$ cat src/hdl/wbs_pkg.sv
// Shared types and constants of the word break segmenter.
package wbs_pkg;

  // Default sizes of the dictionary.
  localparam int unsigned DictWordsDef  = 16;
  localparam int unsigned MaxWordLenDef = 16;

  // Fixed field widths.
  localparam int unsigned CmdW   = 2;
  localparam int unsigned SlotFw = 4;
  localparam int unsigned PosFw  = 4;
  localparam int unsigned LenW   = 5;
  localparam int unsigned CharW  = 8;

  // Input commands; the fourth code has no meaning and is dropped.
  typedef enum logic [CmdW-1:0] {
    CmdLoad = 2'd0,
    CmdText = 2'd1,
    CmdEnd  = 2'd2
  } cmd_e;

  // Tag that travels alongside a dictionary row read.
  typedef struct packed {
    logic vld;
    logic last;
    logic used;
  } rd_tag_t;

  // Per-slot outcome of the match pipeline.
  typedef struct packed {
    logic vld;
    logic last;
    logic hit;
  } match_res_t;

endpackage

$ cat src/hdl/wbs_ram.sv
// Generic single-write, single-read RAM with registered read data.
module wbs_ram #(
  parameter int unsigned Width = 8,
  parameter int unsigned Depth = 16
) (
  input  logic                                      clk_i,
  input  logic                                      we_i,
  input  logic [((Depth > 1) ? $clog2(Depth) : 1)-1:0] waddr_i,
  input  logic [Width-1:0]                          wdata_i,
  input  logic                                      re_i,
  input  logic [((Depth > 1) ? $clog2(Depth) : 1)-1:0] raddr_i,
  output logic [Width-1:0]                          rdata_o
);

  logic [Width-1:0] mem_q [Depth];
  logic [Width-1:0] rdata_q;

  // Write port.
  always_ff @(posedge clk_i) begin
    if (we_i) begin
      mem_q[waddr_i] <= wdata_i;
    end
  end

  // Read port with registered read data.
  always_ff @(posedge clk_i) begin
    if (re_i) begin
      rdata_q <= mem_q[raddr_i];
    end
  end

  assign rdata_o = rdata_q;

endmodule

$ cat src/hdl/wbs_match.sv
// Two-stage pipeline that checks one dictionary row against the text history.
module wbs_match #(
  parameter int unsigned MaxWordLen = wbs_pkg::MaxWordLenDef
) (
  input  logic                                                  clk_i,
  input  logic                                                  rst_ni,
  input  wbs_pkg::rd_tag_t                                      rd_tag_i,
  input  logic [wbs_pkg::LenW+wbs_pkg::CharW*MaxWordLen-1:0]    row_i,
  input  logic [wbs_pkg::CharW*MaxWordLen-1:0]                  hist_i,
  input  logic [MaxWordLen:0]                                   reach_i,
  output wbs_pkg::match_res_t                                   res_o
);
  import wbs_pkg::*;

  localparam int unsigned HistW     = CharW * MaxWordLen;
  localparam int unsigned ReachIdxW = $clog2(MaxWordLen + 1);
  localparam int unsigned ShW       = (MaxWordLen > 1) ? $clog2(MaxWordLen) : 1;
  localparam int unsigned CmpW      = 8;

  logic [LenW-1:0]       row_len;
  logic [HistW-1:0]      row_word;
  logic [LenW-1:0]       len_m1;
  logic                  len_ok;
  logic                  reach_hit;
  logic [CmpW-1:0]       shift_diff;
  logic [ShW-1:0]        shamt;
  logic [HistW-1:0]      hist_rev;
  logic [HistW-1:0]      aligned;
  logic [MaxWordLen-1:0] mask;

  logic                  s1_vld_q;
  logic                  s1_last_q;
  logic                  s1_ok_q;
  logic [MaxWordLen-1:0] s1_mask_q;
  logic [HistW-1:0]      s1_word_q;
  logic [HistW-1:0]      s1_hist_q;

  logic [MaxWordLen-1:0] lane_eq;
  match_res_t            res_d;
  match_res_t            res_q;

  // Stage one: align the history so that byte p faces word character p.
  always_comb begin
    row_len    = row_i[HistW +: LenW];
    row_word   = row_i[HistW-1:0];
    len_m1     = row_len - LenW'(1);
    len_ok     = (row_len != '0) && (CmpW'(row_len) <= CmpW'(MaxWordLen));
    reach_hit  = reach_i[ReachIdxW'(len_m1)];
    shift_diff = CmpW'(MaxWordLen) - CmpW'(row_len);
    shamt      = shift_diff[ShW-1:0];
    for (int j = 0; j < MaxWordLen; j++) begin
      hist_rev[CharW*j +: CharW] = hist_i[CharW*(MaxWordLen-1-j) +: CharW];
    end
    aligned = hist_rev >> {shamt, 3'b000};
    for (int p = 0; p < MaxWordLen; p++) begin
      mask[p] = CmpW'(p) < CmpW'(row_len);
    end
  end

  // Stage one control registers.
  always_ff @(posedge clk_i or negedge rst_ni) begin
    if (!rst_ni) begin
      s1_vld_q <= 1'b0;
    end else begin
      s1_vld_q <= rd_tag_i.vld;
    end
  end

  // Stage one data registers.
  always_ff @(posedge clk_i) begin
    s1_last_q <= rd_tag_i.last;
    s1_ok_q   <= rd_tag_i.used & len_ok & reach_hit;
    s1_mask_q <= mask;
    s1_word_q <= row_word;
    s1_hist_q <= aligned;
  end

  // Stage two: compare the covered lanes.
  always_comb begin
    for (int p = 0; p < MaxWordLen; p++) begin
      lane_eq[p] = !s1_mask_q[p] ||
                   (s1_word_q[CharW*p +: CharW] == s1_hist_q[CharW*p +: CharW]);
    end
    res_d.vld  = s1_vld_q;
    res_d.last = s1_last_q;
    res_d.hit  = s1_ok_q & (&lane_eq);
  end

  // Stage two result register.
  always_ff @(posedge clk_i or negedge rst_ni) begin
    if (!rst_ni) begin
      res_q <= '0;
    end else begin
      res_q <= res_d;
    end
  end

  assign res_o = res_q;

endmodule

$ cat src/hdl/word_break_segmenter.sv
// Top level of the word break segmenter: command decode, scan sequencer, text state.
//
//   Channel | Direction | Handshake               | Payload
//   in      | input     | in_valid_i / in_ready_o  | cmd_i, word_slot_i, char_pos_i,
//           |           |                         | word_len_i, char_value_i
//   out     | output    | out_valid_o / out_ready_i | segmentable_o
//
// A load beat passes through accept, row read and merged row write.
// A text beat reads one dictionary row per cycle from the row memory,
// and the two-stage match pipeline then drains.
// An end beat is held off while the sequencer is busy and while an earlier result waits.
// Reset is asynchronous and active low; it marks all slots unused and needs no
// clearing pass. A stalled result does not block load or text beats.
module word_break_segmenter #(
  parameter int unsigned DictWords  = wbs_pkg::DictWordsDef,
  parameter int unsigned MaxWordLen = wbs_pkg::MaxWordLenDef
) (
  input  logic                        clk_i,
  input  logic                        rst_ni,
  input  logic                        in_valid_i,
  output logic                        in_ready_o,
  input  logic [wbs_pkg::CmdW-1:0]    cmd_i,
  input  logic [wbs_pkg::SlotFw-1:0]  word_slot_i,
  input  logic [wbs_pkg::PosFw-1:0]   char_pos_i,
  input  logic [wbs_pkg::LenW-1:0]    word_len_i,
  input  logic [wbs_pkg::CharW-1:0]   char_value_i,
  output logic                        out_valid_o,
  input  logic                        out_ready_i,
  output logic                        segmentable_o
);
  import wbs_pkg::*;

  localparam int unsigned SlotW = (DictWords > 1) ? $clog2(DictWords) : 1;
  localparam int unsigned PosW  = (MaxWordLen > 1) ? $clog2(MaxWordLen) : 1;
  localparam int unsigned HistW = CharW * MaxWordLen;
  localparam int unsigned RowW  = LenW + HistW;
  localparam int unsigned SlotCmpW = 9;
  localparam int unsigned PosCmpW  = 7;

  typedef enum logic [4:0] {
    StIdle   = 5'b00001,
    StLoadRd = 5'b00010,
    StLoadWr = 5'b00100,
    StScan   = 5'b01000,
    StDrain  = 5'b10000
  } state_e;

  state_e              state_q, state_d;
  logic [SlotW-1:0]    scan_q, scan_d;
  logic [DictWords-1:0] used_q, used_d;
  logic [MaxWordLen:0] reach_q, reach_d;
  logic                hit_q, hit_d;
  rd_tag_t             tag_q, tag_d;
  logic                out_valid_q, out_valid_d;
  logic                seg_q, seg_d;
  logic [HistW-1:0]    hist_q;

  logic [SlotW-1:0]    ld_slot_q;
  logic [PosW-1:0]     ld_pos_q;
  logic [LenW-1:0]     ld_len_q;
  logic [CharW-1:0]    ld_char_q;

  logic                in_acc;
  logic                load_ok;
  logic                scan_last;
  logic                ram_we;
  logic                ram_re;
  logic [SlotW-1:0]    ram_raddr;
  logic [RowW-1:0]     ram_rdata;
  logic [RowW-1:0]     merged_row;
  match_res_t          res;
  logic                hit_final;

  // Input handshake; beats wait for the idle state, an end beat also for a free result register.
  assign in_ready_o = (state_q == StIdle) &&
                      !((cmd_i == CmdEnd) && out_valid_q && !out_ready_i);
  assign in_acc     = in_valid_i && in_ready_o;
  assign load_ok    = (SlotCmpW'(word_slot_i) < SlotCmpW'(DictWords)) &&
                      (PosCmpW'(char_pos_i) < PosCmpW'(MaxWordLen));
  assign scan_last  = (scan_q == SlotW'(DictWords - 1));
  assign hit_final  = hit_q | (res.vld & res.hit);

  // Row memory: word length above the characters, character p in byte p.
  assign ram_re    = (state_q == StLoadRd) || (state_q == StScan);
  assign ram_raddr = (state_q == StLoadRd) ? ld_slot_q : scan_q;
  assign ram_we    = (state_q == StLoadWr);

  // Merge the loaded character and length into the row just read.
  always_comb begin
    merged_row = ram_rdata;
    merged_row[HistW +: LenW] = ld_len_q;
    for (int p = 0; p < MaxWordLen; p++) begin
      if (PosW'(p) == ld_pos_q) begin
        merged_row[CharW*p +: CharW] = ld_char_q;
      end
    end
  end

  wbs_ram #(
    .Width (RowW),
    .Depth (DictWords)
  ) u_row_ram (
    .clk_i   (clk_i),
    .we_i    (ram_we),
    .waddr_i (ld_slot_q),
    .wdata_i (merged_row),
    .re_i    (ram_re),
    .raddr_i (ram_raddr),
    .rdata_o (ram_rdata)
  );

  wbs_match #(
    .MaxWordLen (MaxWordLen)
  ) u_match (
    .clk_i    (clk_i),
    .rst_ni   (rst_ni),
    .rd_tag_i (tag_q),
    .row_i    (ram_rdata),
    .hist_i   (hist_q),
    .reach_i  (reach_q),
    .res_o    (res)
  );

  // Sequencer: loads read, merge and write back; text beats scan every slot; end beats present the result.
  always_comb begin
    state_d     = state_q;
    scan_d      = scan_q;
    used_d      = used_q;
    reach_d     = reach_q;
    hit_d       = hit_q;
    out_valid_d = out_valid_q && !out_ready_i;
    seg_d       = seg_q;
    tag_d.vld   = (state_q == StScan);
    tag_d.last  = scan_last;
    tag_d.used  = used_q[scan_q];
    unique case (state_q)
      StIdle: begin
        if (in_acc) begin
          unique case (cmd_i)
            CmdLoad: begin
              if (load_ok) begin
                state_d = StLoadRd;
              end
            end
            CmdText: begin
              state_d = StScan;
              scan_d  = '0;
              hit_d   = 1'b0;
            end
            CmdEnd: begin
              out_valid_d = 1'b1;
              seg_d       = reach_q[0];
              reach_d     = (MaxWordLen + 1)'(1);
            end
            default: begin
            end
          endcase
        end
      end
      StLoadRd: begin
        state_d = StLoadWr;
      end
      StLoadWr: begin
        used_d[ld_slot_q] = 1'b1;
        state_d           = StIdle;
      end
      StScan: begin
        if (res.vld) begin
          hit_d = hit_final;
        end
        if (scan_last) begin
          state_d = StDrain;
        end else begin
          scan_d = scan_q + SlotW'(1);
        end
      end
      StDrain: begin
        if (res.vld) begin
          hit_d = hit_final;
          if (res.last) begin
            reach_d = {reach_q[MaxWordLen-1:0], hit_final};
            state_d = StIdle;
          end
        end
      end
      default: begin
        state_d = StIdle;
      end
    endcase
  end

  // Control registers.
  always_ff @(posedge clk_i or negedge rst_ni) begin
    if (!rst_ni) begin
      state_q     <= StIdle;
      scan_q      <= '0;
      used_q      <= '0;
      reach_q     <= (MaxWordLen + 1)'(1);
      hit_q       <= 1'b0;
      tag_q       <= '0;
      out_valid_q <= 1'b0;
    end else begin
      state_q     <= state_d;
      scan_q      <= scan_d;
      used_q      <= used_d;
      reach_q     <= reach_d;
      hit_q       <= hit_d;
      tag_q       <= tag_d;
      out_valid_q <= out_valid_d;
    end
  end

  // Payload registers: load fields, text history and the result bit.
  always_ff @(posedge clk_i) begin
    seg_q <= seg_d;
    if (in_acc && (cmd_i == CmdLoad)) begin
      ld_slot_q <= SlotW'(word_slot_i);
      ld_pos_q  <= PosW'(char_pos_i);
      ld_len_q  <= word_len_i;
      ld_char_q <= char_value_i;
    end
    if (in_acc && (cmd_i == CmdText)) begin
      hist_q <= (hist_q << CharW) | HistW'(char_value_i);
    end
  end

  assign out_valid_o   = out_valid_q;
  assign segmentable_o = seg_q;

`ifndef SYNTHESIS
  // Match results only come back while a text beat is being scanned.
  assert property (@(posedge clk_i) disable iff (!rst_ni)
    res.vld |-> ((state_q == StScan) || (state_q == StDrain)))
    else $error("match result outside a scan");

  // The row write of a load always follows its own row read.
  assert property (@(posedge clk_i) disable iff (!rst_ni)
    (state_q == StLoadWr) |-> ($past(state_q) == StLoadRd))
    else $error("row write without preceding read");

  // The last slot result shifts the reach bits and ends the scan.
  assert property (@(posedge clk_i) disable iff (!rst_ni)
    ((state_q == StDrain) && res.vld && res.last) |=>
      ((state_q == StIdle) && (reach_q[MaxWordLen] == $past(reach_q[MaxWordLen-1]))))
    else $error("scan did not finish cleanly");

  // An end beat presents a result and restarts the reach bits.
  assert property (@(posedge clk_i) disable iff (!rst_ni)
    (in_acc && (cmd_i == CmdEnd)) |=>
      (out_valid_q && (reach_q == (MaxWordLen + 1)'(1))))
    else $error("end beat did not restart the text");
`endif

endmodule

$ cat config.mk
export PLATFORM = sky130hd
export DESIGN_NAME = word_break_segmenter
export DESIGN_NICKNAME = d
export VERILOG_FILES = /design/src/hdl/wbs_pkg.sv /design/src/hdl/wbs_ram.sv /design/src/hdl/wbs_match.sv /design/src/hdl/word_break_segmenter.sv
export SDC_FILE = /design/constraint.sdc
export NUM_CORES = 2
export LEC_CHECK = 0
export BUFFER_PORTS_ARGS = -buffer_cell sky130_fd_sc_hd__buf_2
export CORE_MARGIN = 2
export CORE_UTILIZATION = 50
export CTS_BUF_LIST = sky130_fd_sc_hd__clkbuf_8
export DETAILED_ROUTE_END_ITERATION = 8
export PLACE_DENSITY_LB_ADDON = 0.12
export SYNTH_ARGS = -nofsm -noshare
export SYNTH_HDL_FRONTEND = slang
export SYNTH_HIERARCHICAL = 1
export SYNTH_SLANG_ARGS = --single-unit
$ cat constraint.sdc
create_clock -name clk_i -period 10.8 [get_ports clk_i]
set_input_delay 2.16 -clock clk_i [delete_from_list [all_inputs] [get_ports clk_i]]
set_output_delay 2.16 -clock clk_i [all_outputs]
set_load 0.05 [all_outputs]
==> results.sh <==
export IMPL_required_ns=8.64
export IMPL_dr_first_iter_drc_count=6341
export IMPL_finalPower_mw=25.2
export IMPL_synth_cell_types=64
export IMPL_initial_utilization_pct=50.4
export IMPL_drv_slew=0
export IMPL_setup_tns_final_ns=0
export IMPL_dpl_cell_count=7855
export IMPL_grt_max_degree=135
export IMPL_post_cts_resized=0
export IMPL_skew_ns=0.0612
export IMPL_status="complete, but fails checks"
export IMPL_criticalPathCategory="in -> out"
export IMPL_num_nets_final=5544
export IMPL_path_max_fanout=3
export IMPL_setup_viol=0
export IMPL_core_rowCount=167
export IMPL_p_per_area_nw_per_um2=216
export IMPL_finalHoldViolCount=0
export IMPL_switching_share_pct=26.7
export IMPL_die_y_microns=461
export IMPL_final_util_pct=56.2
export IMPL_dieArea_sq_um=213000
export IMPL_tightest_slew_ns=1.31
export IMPL_wl_per_cell_microns=30.7
export IMPL_antenna_left=0
export IMPL_yosysTopAreaCell="edfxtp_1"
export IMPL_cts_buffers_inserted=445
export IMPL_netlist_instances=5207
export IMPL_ys_flop_type="edfxtp_1"
export IMPL_power_leakage_nw=37.4
export IMPL_grt_overflow_total=0
export IMPL_clock_path_buffers=4
export IMPL_drv_cap=0
export IMPL_ys_seq_elements=2736
export IMPL_hold_class="reg -> reg"
export IMPL_syn_num_nets=5237
export IMPL_power_frac_comb_pct=16.8
export IMPL_intPower_mw=18.5
export IMPL_synth_edff_count=2411
export IMPL_ios=30
export IMPL_fin_crit_ns=5.01
export IMPL_area_delta_synth_final_pct=11.5
export IMPL_dp_hpwl_microns=141000
export IMPL_fin_ws_ns=5.79
export IMPL_cts_root_buf="clkbuf_8"
export IMPL_synth_top_area_share_pct=69.2
export IMPL_wirelength_microns=266000
export IMPL_relSlewSlack_pct=12.5
export IMPL_rsz0062_at_grt="false"
export IMPL_core_area_sq_um=207000
export IMPL_post_route_period_util_pct=46.4
export IMPL_avgSynthCellArea_sq_um=20.1
export IMPL_async_flop_share_pct=1.86
export IMPL_power_frac_seq_pct=49.4
export IMPL_synth_warnings=6
export IMPL_via_per_inst=6.10
export IMPL_switchingPower_mw=6.73
export IMPL_ys_seq_area_share_pct=75.7
export IMPL_grt_pass1_wl_microns=383000
export IMPL_fill_cells=15600
export IMPL_place_ws_ns=5.78
export IMPL_synth_area_top_cells="edfxtp_1 69%, mux4_2 12%, dfxtp_1 5.2%"
export IMPL_cts_tree="built"
export IMPL_violations="DRC"
export IMPL_cts_reportedPaths_clkPinSlew_ns=0.06
export IMPL_clock_sinks=2736
export IMPL_syn_area_sq_um=105000
export IMPL_portBuffers=29
export IMPL_vdd_drop_max_mv=0.259
export IMPL_power_share_clock_pct=33.8
export IMPL_globalplace_congestion=0.878
export IMPL_track_usage_pct=25.2
export IMPL_grt_pass1_vias=52700
export IMPL_final_cells=8666
export IMPL_arrival_ns=2.85
export IMPL_chipWidth_microns=461
export IMPL_end_kind="output port"
export IMPL_drt_pass1_iter_count=7
export IMPL_holdBufCountCts=0
export IMPL_antenna_found_initial=18
export IMPL_htree_levels=5
export IMPL_max_freq_ghz=0.199
export IMPL_insertion_delay_ns=1.09
export IMPL_startpoint_type="input port"
export IMPL_drive_gt1_share_pct=27.0
export IMPL_drc=1
export IMPL_cts_setup_buffers=0
export IMPL_vias=52900
-- flip-flops by register name (all words and copies together) (netlist names), 16 cells and up --
name	flops
reach_q	17
u_row_ram/mem_q	2128
u_match/s1_hist_q	128
used_q	16
u_row_ram/rdata_o	133
hist_q	128
u_match/s1_word_q	128
u_match/s1_mask_q	16
-- worst max-delay path, stage by stage --
cell	delay, ns
buf_2	0.09
nor2b_1	0.25
a31oi_1	0.12
buf_2	0.22
-- metrics by stage --
stage               hold WS [ns]  cell area (sq um)
global placement           0.322             108000
finish                     0.335             117000
global route               0.336             117000
floorplan                  0.316             105000
detailed placement         0.324             108000
CTS                        0.336             117000
-- cell families after synthesis --
group	share of synthesized area, %
DFF	75.7
muxes	15.3
and+or+nand+nor	2.65
xor gates and xnor gates	1.14
AOI/OAI and AO/OA	3.76
buffers and inverters	1.50
adders and majority gates	0.0359
-- Yosys cell counts, types with 12 or more instances --
cell	n
nand2b_1	24
o21ai_0	73
mux4_2	556
dfxtp_1	274
edfxtp_1	2411
mux2_2	209
nand3_1	16
mux2i_1	108
a221oi_1	13
xnor2_1	131
buf_1	18
nor2b_1	40
dfrtp_1	49
clkbuf_1	100
buf_6	12
inv_1	31
and2_1	33
nand4_1	37
o221ai_1	22
a21oi_1	147
a22oi_1	196
nor3_1	22
nand2_1	222
nor2_1	141
a311oi_1	17
a22oi_2	30
buf_4	35
buf_2	120
and3_1	12
a211oi_1	23
o21bai_1	17
-- cell type report --
class / instances / area [sq um] / area share [%]
Antenna cell: 4 / 10.0 / 0.00858
Clock buffer: 497 / 6840 / 5.86
Clock inverter: 310 / 1620 / 1.39
Inverter: 32 / 123 / 0.105
Multi-Input combinational cell: 2153 / 24200 / 20.7
Sequential cell: 2736 / 79200 / 67.9
Tap cell: 2788 / 3490 / 2.99
Timing Repair Buffer: 146 / 1220 / 1.05
-- power by group through the flow --
stage | Combinational (mW) | Sequential (mW) | Clock [mW]
floorplan | 3.21 | 12.5 | 0
global placement | 4.22 | 12.7 | 0
detailed placement | 4.24 | 12.7 | 0
CTS | 4.27 | 12.5 | 8.71
global route | 4.57 | 12.5 | 9.18
finish | 4.23 | 12.5 | 8.53
-- cells in the final DEF (no fill, tap or decap), types with 29 or more instances in the layout --
cell and count:
a21oi_1 147, a22oi_1 196, a22oi_2 30, and2_1 32, buf_2 29, buf_4 101, clkbuf_8 497, clkinv_1 79
clkinv_2 57, dfrtp_1 49, dfxtp_1 274, edfxtp_1 2411, inv_1 180, mux2_2 208, mux2i_1 108, mux4_2 556
nand2_1 221, nand4_1 37, nor2_1 123, nor2b_1 37, o21ai_0 71, xnor2_1 130
-- path summary, 6_finish.rpt --
path                              startpoint                    end  slack [ns]  depth (start not counted)
setup / recovery                 out_ready_i             in_ready_o        5.79                          4
hold / removal             u_match/s1_last_q       u_match/res_o[1]        0.34                          0
setup reg to reg                  state_q[4]  u_row_ram/rdata_o[86]        5.95                          9
hold reg to reg            u_match/s1_last_q       u_match/res_o[1]        0.34                          0
max in group asynchronous             rst_ni            reach_q[10]        9.13                          2
min in group asynchronous             rst_ni              used_q[5]        1.20                          2
-- routing by layer --
metal | vias up | wire length (microns) | GRT usage, %
li1 | 21900 | - | -
met1 | 28400 | 115000 | 37.9
met2 | 2168 | 125000 | 38.4
met3 | 369 | 20700 | 4.29
met4 | 2 | 5590 | 6.53
met5 | - | 12 | 0
Note: power is estimated with default switching activity, not from simulation.
